--- src/hdl/chrl_pkg.sv ---
// ---------------------------------------------------------------------------
// chrl_pkg
// Types, constants and the CRC-32 byte update shared by the ring lookup block.
// ---------------------------------------------------------------------------
package chrl_pkg;

   localparam int MAX_POINTS_DEF = 256;
   localparam int HASH_W         = 32;
   localparam int SERVER_W       = 8;
   localparam int STATUS_W       = 2;
   localparam int TOTAL_W        = 9;
   localparam int BYTE_W         = 8;

   localparam logic [HASH_W-1:0] CRC_POLY = 32'hEDB8_8320;
   localparam logic [HASH_W-1:0] CRC_INIT = 32'hFFFF_FFFF;

   // Result codes
   typedef enum logic [STATUS_W-1:0] {
      ST_ADDED = 2'd0,
      ST_FOUND = 2'd1,
      ST_FULL  = 2'd2,
      ST_EMPTY = 2'd3
   } status_type;

   // Controller states
   typedef enum logic [3:0] {
      S_IDLE,
      S_ADD_CHECK,
      S_INS_RD,
      S_INS_CMP,
      S_INS_ZERO,
      S_LOOK_CHECK,
      S_SRCH,
      S_SRCH_CMP,
      S_OWN,
      S_RESULT
   } state_type;

   // Table read address source
   typedef enum logic [1:0] {
      RD_IDX,
      RD_MID,
      RD_POS
   } rd_sel_type;

   // Controller to datapath commands
   typedef struct packed {
      logic       take_byte;
      logic       take_last;
      logic       ins_start;
      logic       idx_dec;
      logic       srch_start;
      logic       srch_step;
      logic       rd_en;
      rd_sel_type rd_sel;
      logic       wr_en;
      logic       wr_new;
      logic       wr_zero;
      logic       cnt_inc;
      logic       own_load;
      logic       rsp_load;
      status_type code;
   } cmd_type;

   // Datapath to controller status
   typedef struct packed {
      logic full;
      logic empty;
      logic rd_greater;
      logic srch_open;
      logic idx_zero;
      logic rsp_busy;
   } stat_type;

   // Reflected CRC-32 update by one byte
   function automatic logic [HASH_W-1:0] crc_byte(input logic [HASH_W-1:0] crc,
                                                  input logic [BYTE_W-1:0] data);
      logic [HASH_W-1:0] c;
      c = crc ^ {{(HASH_W-BYTE_W){1'b0}}, data};
      for (int b = 0; b < BYTE_W; b++) begin
         c = c[0] ? ((c >> 1) ^ CRC_POLY) : (c >> 1);
      end
      return c;
   endfunction

endpackage

--- src/hdl/chrl_ctrl.sv ---
// ---------------------------------------------------------------------------
// chrl_ctrl
// Sequencer for byte intake, sorted insert, lower-bound search and result.
// ---------------------------------------------------------------------------
module chrl_ctrl import chrl_pkg::*; (
   input  logic     clock,
   input  logic     reset,
   input  logic     req_valid,
   output logic     req_ready,
   input  logic     req_type,
   input  logic     req_last_byte,
   input  stat_type stat,
   output cmd_type  cmd
);

   state_type  state_ff, state_in;
   status_type code_ff, code_in;

   // State and result code registers
   always_ff @(posedge clock) begin
      if (reset) begin
         state_ff <= S_IDLE;
         code_ff  <= ST_ADDED;
      end else begin
         state_ff <= state_in;
         code_ff  <= code_in;
      end
   end

   // Next state and commands
   always_comb begin
      state_in   = state_ff;
      code_in    = code_ff;
      req_ready  = 1'b0;
      cmd        = '0;
      cmd.rd_sel = RD_IDX;
      cmd.code   = code_ff;
      case (state_ff)
         S_IDLE: begin
            req_ready = 1'b1;
            if (req_valid) begin
               cmd.take_byte = 1'b1;
               if (req_last_byte) begin
                  cmd.take_last = 1'b1;
                  state_in = req_type ? S_LOOK_CHECK : S_ADD_CHECK;
               end
            end
         end
         S_ADD_CHECK: begin
            if (stat.full) begin
               code_in  = ST_FULL;
               state_in = S_RESULT;
            end else if (stat.empty) begin
               cmd.wr_en   = 1'b1;
               cmd.wr_new  = 1'b1;
               cmd.wr_zero = 1'b1;
               cmd.cnt_inc = 1'b1;
               code_in     = ST_ADDED;
               state_in    = S_RESULT;
            end else begin
               cmd.ins_start = 1'b1;
               state_in      = S_INS_RD;
            end
         end
         S_INS_RD: begin
            cmd.rd_en  = 1'b1;
            cmd.rd_sel = RD_IDX;
            state_in   = S_INS_CMP;
         end
         S_INS_CMP: begin
            // Shift a larger entry up, or drop the new point in above a smaller or equal one
            cmd.wr_en = 1'b1;
            if (stat.rd_greater) begin
               if (stat.idx_zero) begin
                  state_in = S_INS_ZERO;
               end else begin
                  cmd.idx_dec = 1'b1;
                  state_in    = S_INS_RD;
               end
            end else begin
               cmd.wr_new  = 1'b1;
               cmd.cnt_inc = 1'b1;
               code_in     = ST_ADDED;
               state_in    = S_RESULT;
            end
         end
         S_INS_ZERO: begin
            cmd.wr_en   = 1'b1;
            cmd.wr_new  = 1'b1;
            cmd.wr_zero = 1'b1;
            cmd.cnt_inc = 1'b1;
            code_in     = ST_ADDED;
            state_in    = S_RESULT;
         end
         S_LOOK_CHECK: begin
            if (stat.empty) begin
               code_in  = ST_EMPTY;
               state_in = S_RESULT;
            end else begin
               cmd.srch_start = 1'b1;
               state_in       = S_SRCH;
            end
         end
         S_SRCH: begin
            cmd.rd_en = 1'b1;
            if (stat.srch_open) begin
               cmd.rd_sel = RD_MID;
               state_in   = S_SRCH_CMP;
            end else begin
               cmd.rd_sel = RD_POS;
               state_in   = S_OWN;
            end
         end
         S_SRCH_CMP: begin
            cmd.srch_step = 1'b1;
            state_in      = S_SRCH;
         end
         S_OWN: begin
            cmd.own_load = 1'b1;
            code_in      = ST_FOUND;
            state_in     = S_RESULT;
         end
         S_RESULT: begin
            // Hold until the output register is free
            if (!stat.rsp_busy) begin
               cmd.rsp_load = 1'b1;
               state_in     = S_IDLE;
            end
         end
         default: begin
            state_in = S_IDLE;
         end
      endcase
   end

endmodule

--- config.mk ---
export PLATFORM = sky130hd
export DESIGN_NAME = chrl_ctrl
export DESIGN_NICKNAME = d
export VERILOG_FILES = /design/src/hdl/chrl_pkg.sv /design/src/hdl/chrl_ctrl.sv
export SDC_FILE = /design/constraint.sdc
export NUM_CORES = 1
export LEC_CHECK = 0
export BUFFER_PORTS_ARGS = -buffer_cell sky130_fd_sc_hd__buf_2
export CORE_ASPECT_RATIO = 1.1
export CORE_UTILIZATION = 41
export CTS_CLUSTER_SIZE = 16
export DETAILED_ROUTE_END_ITERATION = 8
export PLACE_DENSITY = 0.85
export SYNTH_ARGS = -nofsm -noshare
export SYNTH_HDL_FRONTEND = slang
export SYNTH_SLANG_ARGS = --single-unit
--- constraint.sdc ---
create_clock -name clock -period 1.65 [get_ports clock]
set_clock_uncertainty 0.15 [all_clocks]
set_input_delay 0.33 -clock clock [delete_from_list [all_inputs] [get_ports clock]]
set_output_delay 0.33 -clock clock [all_outputs]
set_load 0.01 [all_outputs]
## Word level (Yosys, flattened, before mapping)

Index checks and enable logic that the tools add are counted.

| storage, ports and cells | value |
|---|---|
| register bits | 6 |
| bits in latches | 0 |
| bits in writable memories | 0 |
| ROM bits | 0 |
| output and inout port bits | 18 |
| memories | 0 |

| cells by class | value |
|---|---|
| add/subtract/negate cells | 0 |
| multipliers | 0 |
| divide/modulo/power cells | 0 |
| $lt $le $gt $ge | 0 |
| eq/ne operators | 15 |
| shifts and indexed selects | 0 |
| mux-type cells | 39 |
| bitwise operators | 0 |
| reductions and logical operators | 5 |

Operator list:

| operator | number |
|---|---|
| 4-bit 2-to-1 mux | 10 |
| 4-bit case mux with 9 select lines | 1 |
| 4-bit by 3-bit equality test with 1-bit output (second input constant) | 4 |
| 1-bit 2-to-1 mux | 14 |
| 2-bit 2-to-1 mux | 7 |
| 2-bit inequality test (second input constant) | 5 |
| 2-bit case mux with 5 select lines | 1 |
| 4-bit by 2-bit equality test with 1-bit output (second input constant) | 2 |
| 4-bit equality test (second input constant) | 2 |
| 3-bit 2-to-1 mux | 2 |
| 2-bit case mux with 3 select lines | 1 |
| 3-bit case mux with 2 select lines | 1 |
| 5-bit nonzero test | 1 |
| 4-bit by 1-bit equality test with 1-bit output (second input constant) | 1 |
| 4-bit logical NOT | 1 |
| 4-bit AND reduction | 1 |
| 3-bit inequality test (second input constant) | 1 |
| 1-bit case mux with 3 select lines | 1 |
| 3-bit AND reduction | 1 |
| 1-bit case mux with 2 select lines | 1 |
| 2-bit OR reduction | 1 |

## Logic depth before layout (Yosys ltp)

Gate-level depths: netlist of the first run.

| logic depth | value |
|---|---|
| word-level depth | 4 |
| mapped depth | 6 |
| depth with buffers taken out | 4 |

## Least setup slack after synthesis of the first run

No wires, ideal clock.

| path | value |
|---|---|
| path kind | register to output |
| start | register state_ff[2] |
| end | output port cmd[6] (netlist bit) |
| arrival time | 1.345 ns |
| data required time | 1.170 ns |
| setup slack | -0.175 ns |
| cell stages (with the launch flop) | 7 |
| cell sequence | dfxtp_1 > buf_4 > nor2b_1 > a21oi_1 > o32a_1 > nor2_1 > buf_4 |

RTL lines:

| element | RTL line | source |
|---|---|---|
| start, declared | chrl_ctrl.sv:16 | `state_type state_ff, state_in;` |
| start signal, assigned | chrl_ctrl.sv:25 | `state_ff <= state_in;` |
| end, declared | chrl_ctrl.sv:13 | `output cmd_type cmd` |

==> results of run 1 <==
sequential cells by signal, summed over array words and instances, names as in the netlist:
| signal | count |
|---|---|
| code_ff | 2 |
| state_ff | 4 |
path summary, 6_finish.rpt:
path	start	end	cells after the start
max reg2reg	state_ff[0]	code_ff[0]	5
max	state_ff[0]	cmd[6]	5
min reg2reg	code_ff[1]	code_ff[1]	2
min	req_type	state_ff[2]	3
synth_stat cells (2+ instances only):
| library cell | count |
|---|---|
| nor2b_1 | 6 |
| dfxtp_1 | 6 |
| buf_4 | 2 |
| buf_2 | 4 |
| nor3_1 | 6 |
| a211oi_1 | 2 |
| nor3b_1 | 2 |
| a21oi_1 | 5 |
| o21ai_0 | 2 |
| inv_1 | 3 |
| nand2_1 | 4 |
| o21ai_1 | 2 |
| mux2i_1 | 2 |
| nand2b_1 | 4 |
| nor2_1 | 8 |
| nor4b_1 | 2 |
area by class of cell:
class / count / area [µm²] / area share
clock buffers: 3 / 22.5 / 0.0182
multi-input cells: 67 / 586 / 0.472
inverters: 3 / 11.3 / 0.00908
flip-flops and latches: 6 / 135 / 0.109
repair buffers: 65 / 465 / 0.375
well taps: 16 / 20.0 / 0.0161
routing by layer:
metal  vias up  part of all wire  GRT usage  wire length [µm]
met1       470              0.37      0.389              1210
li1        428                 -          -                 -
met3        20             0.077     0.0359               256
met4         0             0.060      0.248               198
met5         -                 0          0                 0
met2        65              0.50      0.584              1650
power by group through the flow:
| stage | clock, mW | sequential [mW] | combinational, mW |
|---|---|---|---|
| global placement | 0 | 0.285 | 1.05 |
| detailed placement | 0 | 0.289 | 1.07 |
| global route | 0.156 | 0.306 | 1.79 |
| CTS | 0.150 | 0.287 | 1.44 |
| floorplan | 0 | 0.235 | 0.743 |
| finish | 0.150 | 0.303 | 1.69 |
worst max-delay path, cell delays in order, from the launching register on:
cell	delay (ps)
dfxtp_4	380
nor2b_1	240
a21oi_1	140
o32a_1	200
nor2_2	100
buf_2	140
metrics by stage:
| stage | instances | hold WS [ps] | util |
|---|---|---|---|
| detailed placement | 142 | 324 | 0.659 |
| CTS | 158 | 167 | 0.825 |
| global route | 160 | 178 | 0.874 |
| finish | 160 | 163 | 0.874 |
| floorplan | 84 | 242 | - |
| global placement | 142 | 311 | 0.659 |
cell families after synthesis:
kind of cell              share of synthesized area
AOI/OAI and AO/OA                             0.237
xor gates and xnor gates                     0.0136
buffers and inverters                        0.0953
DFF                                           0.187
muxes                                        0.0895
and+or+nand+nor                               0.377
what timing repair did:
item / 4_1_cts / 5_1_grt
gates resized for setup: 30 / 13
hold buffers: 0 / 0
setup endpoints to repair: 20 / 22
setup buffers: 15 / 3
pin swaps: 12 / 5
gates cloned: 0 / 0
==> reports/metrics.cfg, run 1 <==
[timing]
setup_tns_ps=-3470
setup_viol=22
finalCriticalPeriod_ps=1940
slew_violations=0
finalCritPeriodShare=1.18
worst_slack_ps=-291
max_freq_mhz=515
hold_violations=0
grt_setup_unrepaired=yes
tightest_slew_ps=383
maxSlewHeadroom=0.744

[route]
wl_per_cell_um=20.7
viasPerCell=6.14
route.detailed.drc=0
vias=983
drtAntennaViolNets=0
first_iter_violations=34
drt_pre_antenna_iters=4
drt-total-wl_mm=3.32

[critical_path]
critPathArrivalTime_ps=1460
ff2ff_setup_slack_ps=-140
crit_path_start_kind=register
crit_path_end_kind=primary output
crit_fanout=6
critical_path_class=reg -> out
critPathRequiredTime_ps=1170

[clock_network]
htreeDepth=1
cts_root_buffer=clkbuf_4
clockBufferDepth=2
tritoncts=yes
numClockSinks=6
cts-buffers-inserted=3
clk_pin_slew_ps=60
clk_latency_ps=260

[layout]
nets=157
layout_common_cells=27 x buf_2, 26 x buf_4, 12 x buf_6, 5 x nor2_1, 5 x nor3_1
antenna_cells=0
final_cell_area_um2=1240
syn_to_final_growth_pct=92.8
layout_commonest_cell=buf_2
fillers=75
drive_gt1_frac=0.688

[grt]
grt_pass1_vias=906
grt_max_degree=10
grt_pass1_wl_mm=4.05
antenna_found_initial=0
grt-ovfl-total=0
track_usage=0.348

[yosys]
synthesis.nets=95
synthArstFlopShare=0
synth_area_per_cell_um2=7.66
syn_area_um2=643
ys.flop_type=dfxtp_1
ys_seq_area_frac=0.187
synth.top_cell.area_share=0.187
ys.warnings.count=0
ys_seq_elements=6
synth_area_leaders=dfxtp_1 19%, nor2b_1 5.8%, nor3_1 4.7%, nor2_1 4.7%, a21oi_1 3.9%
synth-edff-count=0
synth_cell_types=40
synth_area_leader_cell=dfxtp_1
netlist_instances=84

[floorplanning]
die-area_um2=1730
initial_utilization=0.453
coreArea_um2=1420
num_rows=14
ios=29
die_x_um=39.8
die_y_um=43.5

[run_status]
violations=negative setup slack
status=finished with violations

[pwr]
p_leak_nw=0.602
p_comb_frac=0.788
vdd_ir_drop_max_uv=1110
total_power_mw=2.14
p_per_area_nw_per_um2=1730
clockPowerShare=0.070
internal_power_mw=1.19
p_switching_mw=0.948
switching_share=0.443
pwr-share-seq=0.142

[placed_design]
hpwl_mm=1.47
place.gp.congestion=0.923
placed_area_um2=935
pre_cts_ws_ps=-75.2
portBuffers=28

[run]
maxCapViolCount=0

[hold_path]
hold_class=in -> reg

Power figures use the tool's default switching activity.
==> run 2, diff against run 1 <==
--- a/config.mk
+++ b/config.mk
@@ -11,6 +11,7 @@
 export CTS_CLUSTER_SIZE = 16
 export DETAILED_ROUTE_END_ITERATION = 8
 export PLACE_DENSITY = 0.85
+export SETUP_SLACK_MARGIN = 0.15
 export SYNTH_ARGS = -nofsm -noshare
 export SYNTH_HDL_FRONTEND = slang
 export SYNTH_SLANG_ARGS = --single-unit
==> reports/metrics.cfg, run 2 (synthesis results as in run 1) <==
[critical_path]
critical_path_class=reg -> out
critPathLaunch=state_ff[2]
crit_fanout=8  ; +2
crit_path_end_kind=primary output
critPathRequiredTime_ps=1170  ; about the same
crit_path_start_kind=register
regToRegStartpoint=state_ff[0]
critPathArrivalTime_ps=1520  ; +60 ps

[grt]
antenna_found_initial=0  ; unchanged
grt-ovfl-total=0  ; unchanged
grt_util_met3=0.0821  ; +0.0462
grt.busiest_layer=met2
grt_pass1_vias=974  ; +7.5%
met1_usage=0.425  ; +0.0369
grt_use_met2=0.620  ; +0.0361
grt_pass1_wl_mm=4.41  ; +8.9%
grt_max_degree=9  ; -1
track_usage=0.370  ; +0.0229

[layout]
utilization=0.953  ; +0.0794
finalNonFillerCells=162  ; +1.3%
layout_common_cells=26 x buf_2, 20 x buf_4, 19 x buf_6, 6 x nor2_1
largestRegisters=state_ff x4, code_ff x2
nets=158  ; +0.64%
largest_register_ffs=4  ; unchanged
max_flop_register=state_ff
antenna_cells=0  ; unchanged
final_cell_area_um2=1350  ; +9.1%
fillers=38  ; -49%
drive_gt1_frac=0.705  ; +0.0180
syn_to_final_growth_pct=110
layout_commonest_cell=buf_2

[timing]
setup_tns_ps=-4450  ; -979 ps
tightest_slew_ps=628  ; +245 ps
finalCriticalPeriod_ps=2000  ; +62.9 ps
finalCritPeriodShare=1.21  ; +0.0381
setup_viol=21  ; -4.5%
hold_violations=0  ; unchanged
worst_slack_ps=-354  ; -62.9 ps
grt_setup_unrepaired=yes
slew_violations=0  ; unchanged
max_freq_mhz=499  ; -3.1%
maxSlewHeadroom=0.579  ; -0.166

[floorplanning]
coreArea_um2=1420  ; unchanged
die_x_um=39.8  ; unchanged
ios=29  ; unchanged
die-area_um2=1730  ; unchanged
die_y_um=43.5  ; unchanged
num_rows=14  ; unchanged
initial_utilization=0.453  ; unchanged

[clock_network]
clk_pin_slew_ps=60  ; about the same
cts-buffers-inserted=3  ; unchanged
clockBufferDepth=2  ; unchanged
tritoncts=yes
cts_root_buffer=clkbuf_4
numClockSinks=6  ; unchanged
htreeDepth=1  ; unchanged
clk_latency_ps=260  ; about the same

[pwr]
p_leak_nw=0.654  ; +8.7%
p_per_area_nw_per_um2=1900  ; +9.7%
vdd_ir_drop_max_uv=1330  ; +20%

[route]
route.detailed.drc=0  ; unchanged
viasPerCell=6.53  ; +6.3%
vias=1058  ; +7.6%
drtAntennaViolNets=0  ; unchanged
first_iter_violations=61  ; +79%
wl_per_cell_um=23.7  ; +14%
drt_pre_antenna_iters=4  ; unchanged
drt-total-wl_mm=3.84  ; +16%

[run_status]
violations=negative setup slack
status=finished with violations

[placed_design]
portBuffers=28  ; unchanged
placed_cells=143  ; +0.70%
placed_area_um2=978  ; +4.7%
pre_cts_ws_ps=-61.7  ; +13.5 ps
hpwl_mm=1.71  ; +16%
place.gp.congestion=0.926  ; +0.31%

[hold_path]
hold_class=in -> reg
worstHoldStart=req_type

[run]
maxCapViolCount=0  ; unchanged

==> run 2: power breakdown <==
part / switching [mW] / internal (mW)
Clock: 0.0652 / 0.0924
Combinational: 0.994 / 1.11
Sequential: 0.0941 / 0.212
Total: 1.15 / 1.41
==> run 2: through the flow <==
| step | hold slack, ps | power, mW |
|---|---|---|
| 3_5_place_dp | 327 | 1.45 |
| 6_report | 199 | 2.56 |
| 4_1_cts | 176 | 2.04 |
| 5_1_grt | 201 | 2.65 |
| 3_3_place_gp | 310 | 1.39 |
| 2_1_floorplan | 242 | 1.03 |
==> run 2: worst paths after layout <==
check / slack (ps) / depth (start not counted) / end
hold / removal: 200 / 3 / state_ff[2]
setup reg to reg: -280 / 7 / state_ff[0]
setup / recovery: -350 / 4 / cmd[14]
hold reg to reg: 350 / 2 / code_ff[1]
==> run 2: routing by layer <==
metal,share of wire,wire length [µm]
met3,0.093,358
met1,0.35,1330
met2,0.50,1910
met5,0,0
met4,0.064,244
==> run 2: what timing repair did <==
item	4_1_cts	5_1_grt
pin swaps	11	14
endpoints found under the setup margin	22	22
setup buffers	10	5
hold endpoints to repair	0	0
hold buffers	0	0
resized for setup	30	21
==> run 2: final cells by class <==
type | instances | area [µm²] | share of cell area
Multi-Input combinational cell | 67 | 646 | 0.477
Timing Repair Buffer | 66 | 514 | 0.380
Sequential cell | 6 | 135 | 0.0999
Clock buffer | 4 | 26.3 | 0.0194
Tap cell | 16 | 20.0 | 0.0148
Inverter | 3 | 11.3 | 0.00833
==> run 2: critical path, cell delays in order (launching register included) <==
cell and delay (ps):
dfxtp_4 390, nor2_1 200, buf_4 170, nor4b_4 290, buf_2 210
